`config.mk`:
```
export PLATFORM = sky130hd
export DESIGN_NAME = qrs_fifo
export DESIGN_NICKNAME = d
export VERILOG_FILES = /design/src/rtl/core/qrs_fifo.sv
export SDC_FILE = /design/constraint.sdc
export NUM_CORES = 1
export LEC_CHECK = 0
export BUFFER_PORTS_ARGS = -buffer_cell sky130_fd_sc_hd__buf_2
export CAP_MARGIN = 20
export CORE_MARGIN = 4
export CORE_UTILIZATION = 35
export DETAILED_ROUTE_END_ITERATION = 6
export GPL_ROUTABILITY_DRIVEN = 0
export PLACE_DENSITY_LB_ADDON = 0.2
export SYNTH_ARGS = -nofsm -noshare
export SYNTH_HDL_FRONTEND = slang
export SYNTH_SLANG_ARGS = --single-unit
```
`constraint.sdc`:
```
create_clock -name i_clk -period 5.1 [get_ports i_clk]
set_clock_uncertainty 0.15 [all_clocks]
set_input_delay 0.255 -clock i_clk [delete_from_list [all_inputs] [get_ports i_clk]]
set_output_delay 0.255 -clock i_clk [all_outputs]
set_load 0.1 [all_outputs]
```
`src/rtl/core/qrs_fifo.sv`:
```
module qrs_fifo #(
    parameter int WIDTH = 8,
    parameter int DEPTH = 8
) (
    input  logic                       i_clk,
    input  logic                       i_rst_n,
    input  logic                       i_push,
    input  logic [WIDTH-1:0]           i_data,
    input  logic                       i_pop,
    output logic [WIDTH-1:0]           o_data,
    output logic [$clog2(DEPTH+1)-1:0] o_count
);

    // DEPTH must be a power of two so that the pointers wrap by themselves; the block does not check this.
    localparam int AW = $clog2(DEPTH);
    localparam int NW = $clog2(DEPTH+1);

    logic [WIDTH-1:0] r_mem [DEPTH];
    logic [AW-1:0]    r_wr, r_rd;
    logic [NW-1:0]    r_count, n_count;

    // Occupancy follows pushes and pops.
    always_comb begin
        unique case ({i_push, i_pop})
            2'b10:   n_count = r_count + 1'b1;
            2'b01:   n_count = r_count - 1'b1;
            default: n_count = r_count;
        endcase
    end

    always_ff @(posedge i_clk) begin
        if (!i_rst_n) begin
            r_wr    <= '0;
            r_rd    <= '0;
            r_count <= '0;
        end else begin
            if (i_push) begin
                r_wr <= r_wr + 1'b1;
            end
            if (i_pop) begin
                r_rd <= r_rd + 1'b1;
            end
            r_count <= n_count;
        end
    end

    // Storage needs no reset.
    always_ff @(posedge i_clk) begin
        if (i_push) begin
            r_mem[r_wr] <= i_data;
        end
    end

    assign o_data  = r_mem[r_rd];
    assign o_count = r_count;

endmodule

```
==> results.md <==
* Routed WL per cell at 18.5 um
* Die extent in x at 102 um
* Critical path arrival at 2.57 ns
* TritonCTS clock tree: yes
* Root Buffer Master: clkbuf_8
* Synthesized flop and latch total at 77
* Mapped Area at 3110 um^2
* Top cell type's share of synthesized area at 61.8%
* Hold WS at 0.0289 ns
* Top Family by Delay on Critical Path: flip-flops
* Top cells by area, synth: edfxtp_1 62%, mux4_1 13%, dfxtp_1 8.4%
* Initial antenna violation count at 0
* Worst stage delay on the critical path at 0.98 ns
* Cell Int Power at 988 uW
* Sw frac at 28.8%
* Post-Synth XOR/XNOR Area at 1.97%
* Setup crit end kind: primary output
* Clk sinks at 77
* Final antenna diode count at 0
* Post-CTS Resized at 0
* Die area at 10,500 um^2
* Largest family of logic cells by synthesized area: multiplexers
* Gr usage total at 11.6%
* VDD IR-drop max at 0.000175 V
* Maximum root-to-sink buffer count at 2
* Slew @ Worst Pin at 1.01 ns
* Status: finished clean
* Vias per cell at 4.97
* Synth Area in Compound Gates at 1.17%
* Clk pwr share at 31.7%
* Fraction of layout cells with a size suffix above 1 at 24.7%
* Pre-antenna DRT Iters at 4
* Synth Area per Inst at 19.3 um^2
* Worst Setup Path Type: reg -> out
* Finished layout cell area at 3510 um^2
* Reg power frac at 52.5%
* Ys flop type: edfxtp_1
* Post-synth cell types at 29
* WP buf/inv at 1
* Max_slew headroom at 32.1%
* Net Sw Power at 399 uW
* Total wire length at 5.57 mm
* Nets@finish at 206
* Hold Crit Class: in -> reg
* Yosys Warn Count at 0
* Cell with the largest stage delay on the worst path: dfxtp_1
* Final Setup Violations at 0
* Logic pwr share at 15.8%
* CTS buffer count at 9
* CP Cell Sequence: mux4_1, mux2_2, buf_2
* Multiplexer area fraction after synthesis at 17.6%
* Adder-cell share of the synthesized area at 2.01%
* Die height at 102 um
* Slew Limit Fails at 0
* Syn Nets at 178
* Overall power at 1.39 mW
* Critical Path Start Type: register
* Top fanout value on the critical path at 16
* First-pass GRT wire length at 8.60 mm
* Dpl hpwl at 3.51 mm
* Reg2reg setup slack at 3.20 ns
* Final worst path period share at 58.2%
* P&R area growth vs syn at 13.0%
* P per Cell Area at 395 nW/um^2
* Pre-CTS setup slack at 2.45 ns
* Clk slew on worst S/H paths at 0.08 ns
* Max cap viols at 0
* Routed vias at 1,502
* DP Area at 3320 um^2
* F_max at 0.337 GHz
* Post-Synth Simple-Gate Area at 5.47%
* CP required at 4.70 ns
* Final antenna-violating net count at 0
* Post-Syn Instances at 161
* H-tree levels at 3
* Initial DRC Count at 29
* Asr flop ratio synth at 0%
* Pin count of the biggest net entering global routing at 17
* Later-pin clock latency in the skew report at 0.34 ns
* Final min period at 2.97 ns
* Post-CTS setup buffer count at 0
* IO buf count at 23
* Leakage at 1.21 nW
* Sequential area share after synthesis at 70.2%
* Ports at 24
* Final Hold Viols at 0
* Number of synthesized flops with an enable pin at 64
* RSZ-0062 raised after global routing: false
* Vias in the first global route at 1,601
* Final Worst Setup Slack at 2.13 ns
* Hold buffers post-CTS at 0
* Synth area leader: edfxtp_1
* Row Count at 34
* DRC viols at 0
* Initial Util at 35.8%
* Commonest cells after routing, fill and taps aside: 64 x edfxtp_1, 23 x buf_2, 15 x mux4_1, 13 x dfxtp_1, 9 x clkbuf_8
* Area of the core at 8680 um^2
* Setup TNS Final at 0 ns
* Grt ovf at 0
* Most common cell after layout, fill and taps aside: edfxtp_1
layer usage:
layer  share of wire, %  vias up  track usage, %
met1                 43      763            13.6
met2                 51       34            19.5
met4                1.8        0            5.35
met3                4.0        8            3.55
li1                   -      697               -
met5                  0        -               0
stage by stage:
step	util [%]	std cells
global placement	38.3	286
detailed placement	38.3	286
CTS	40.5	302
global route	40.5	302
floorplan	-	161
finish	40.5	302
cells by family (layout without fill, tap and decap cells):
family / Yosys count / in the layout
buffers and inverters: 7 / 40
AOI/OAI and AO/OA: 6 / 6
and+or+nand+nor: 31 / 31
muxes: 28 / 28
DFF: 77 / 77
xor gates and xnor gates: 7 / 7
adders and majority gates: 5 / 5
registers in the layout (all words and copies together), names as in the netlist, named ones only:
| name | flops |
|---|---|
| r_mem | 64 |
| o_count | 4 |
| r_rd | 3 |
| r_wr | 3 |
Yosys cell counts (2+ instances only):
cell type  instances
nand2b_1           5
mux2i_1            4
nor2b_1            3
mux2_2             8
and2_1             6
a21oi_1            3
nand2_1            5
edfxtp_1          64
xnor2_1            3
ha_1               5
clkbuf_1           2
dfxtp_1           13
nor3_1             2
mux4_1            15
xor2_1             4
nor2_1             6
worst paths after layout:
kind,start,to,cells past startpoint
worst max register to register,r_wr[1]$_SDFFE_PN0P_,r_mem[6][1]$_DFFE_PP_,2
worst min register to register,o_count[3]$_SDFFE_PN0P_,o_count[3]$_SDFFE_PN0P_,2
worst max-delay path,register,o_data[4],3
worst min-delay path,i_data[7],r_mem[4][7]$_DFFE_PP_,1
power by group through the flow:
stage                     sequential, mW  combinational (mW)  clock (mW)
after CTS                          0.729               0.222       0.453
after global routing               0.732               0.231       0.480
after detailed placement           0.743               0.222           0
final                              0.728               0.219       0.440
after global placement             0.740               0.216           0
after floorplan                    0.761               0.161           0
cell type report:
type | instances | area (um^2)
multi-input cells | 77 | 887
inverters | 1 | 3.75
clock buffers | 9 | 124
flip-flops and latches | 77 | 2180
repair buffers | 23 | 115
fillers | 800 | 5160
well taps | 108 | 135
clock inverters | 7 | 66.3
Power figures use the tool's default switching activity.
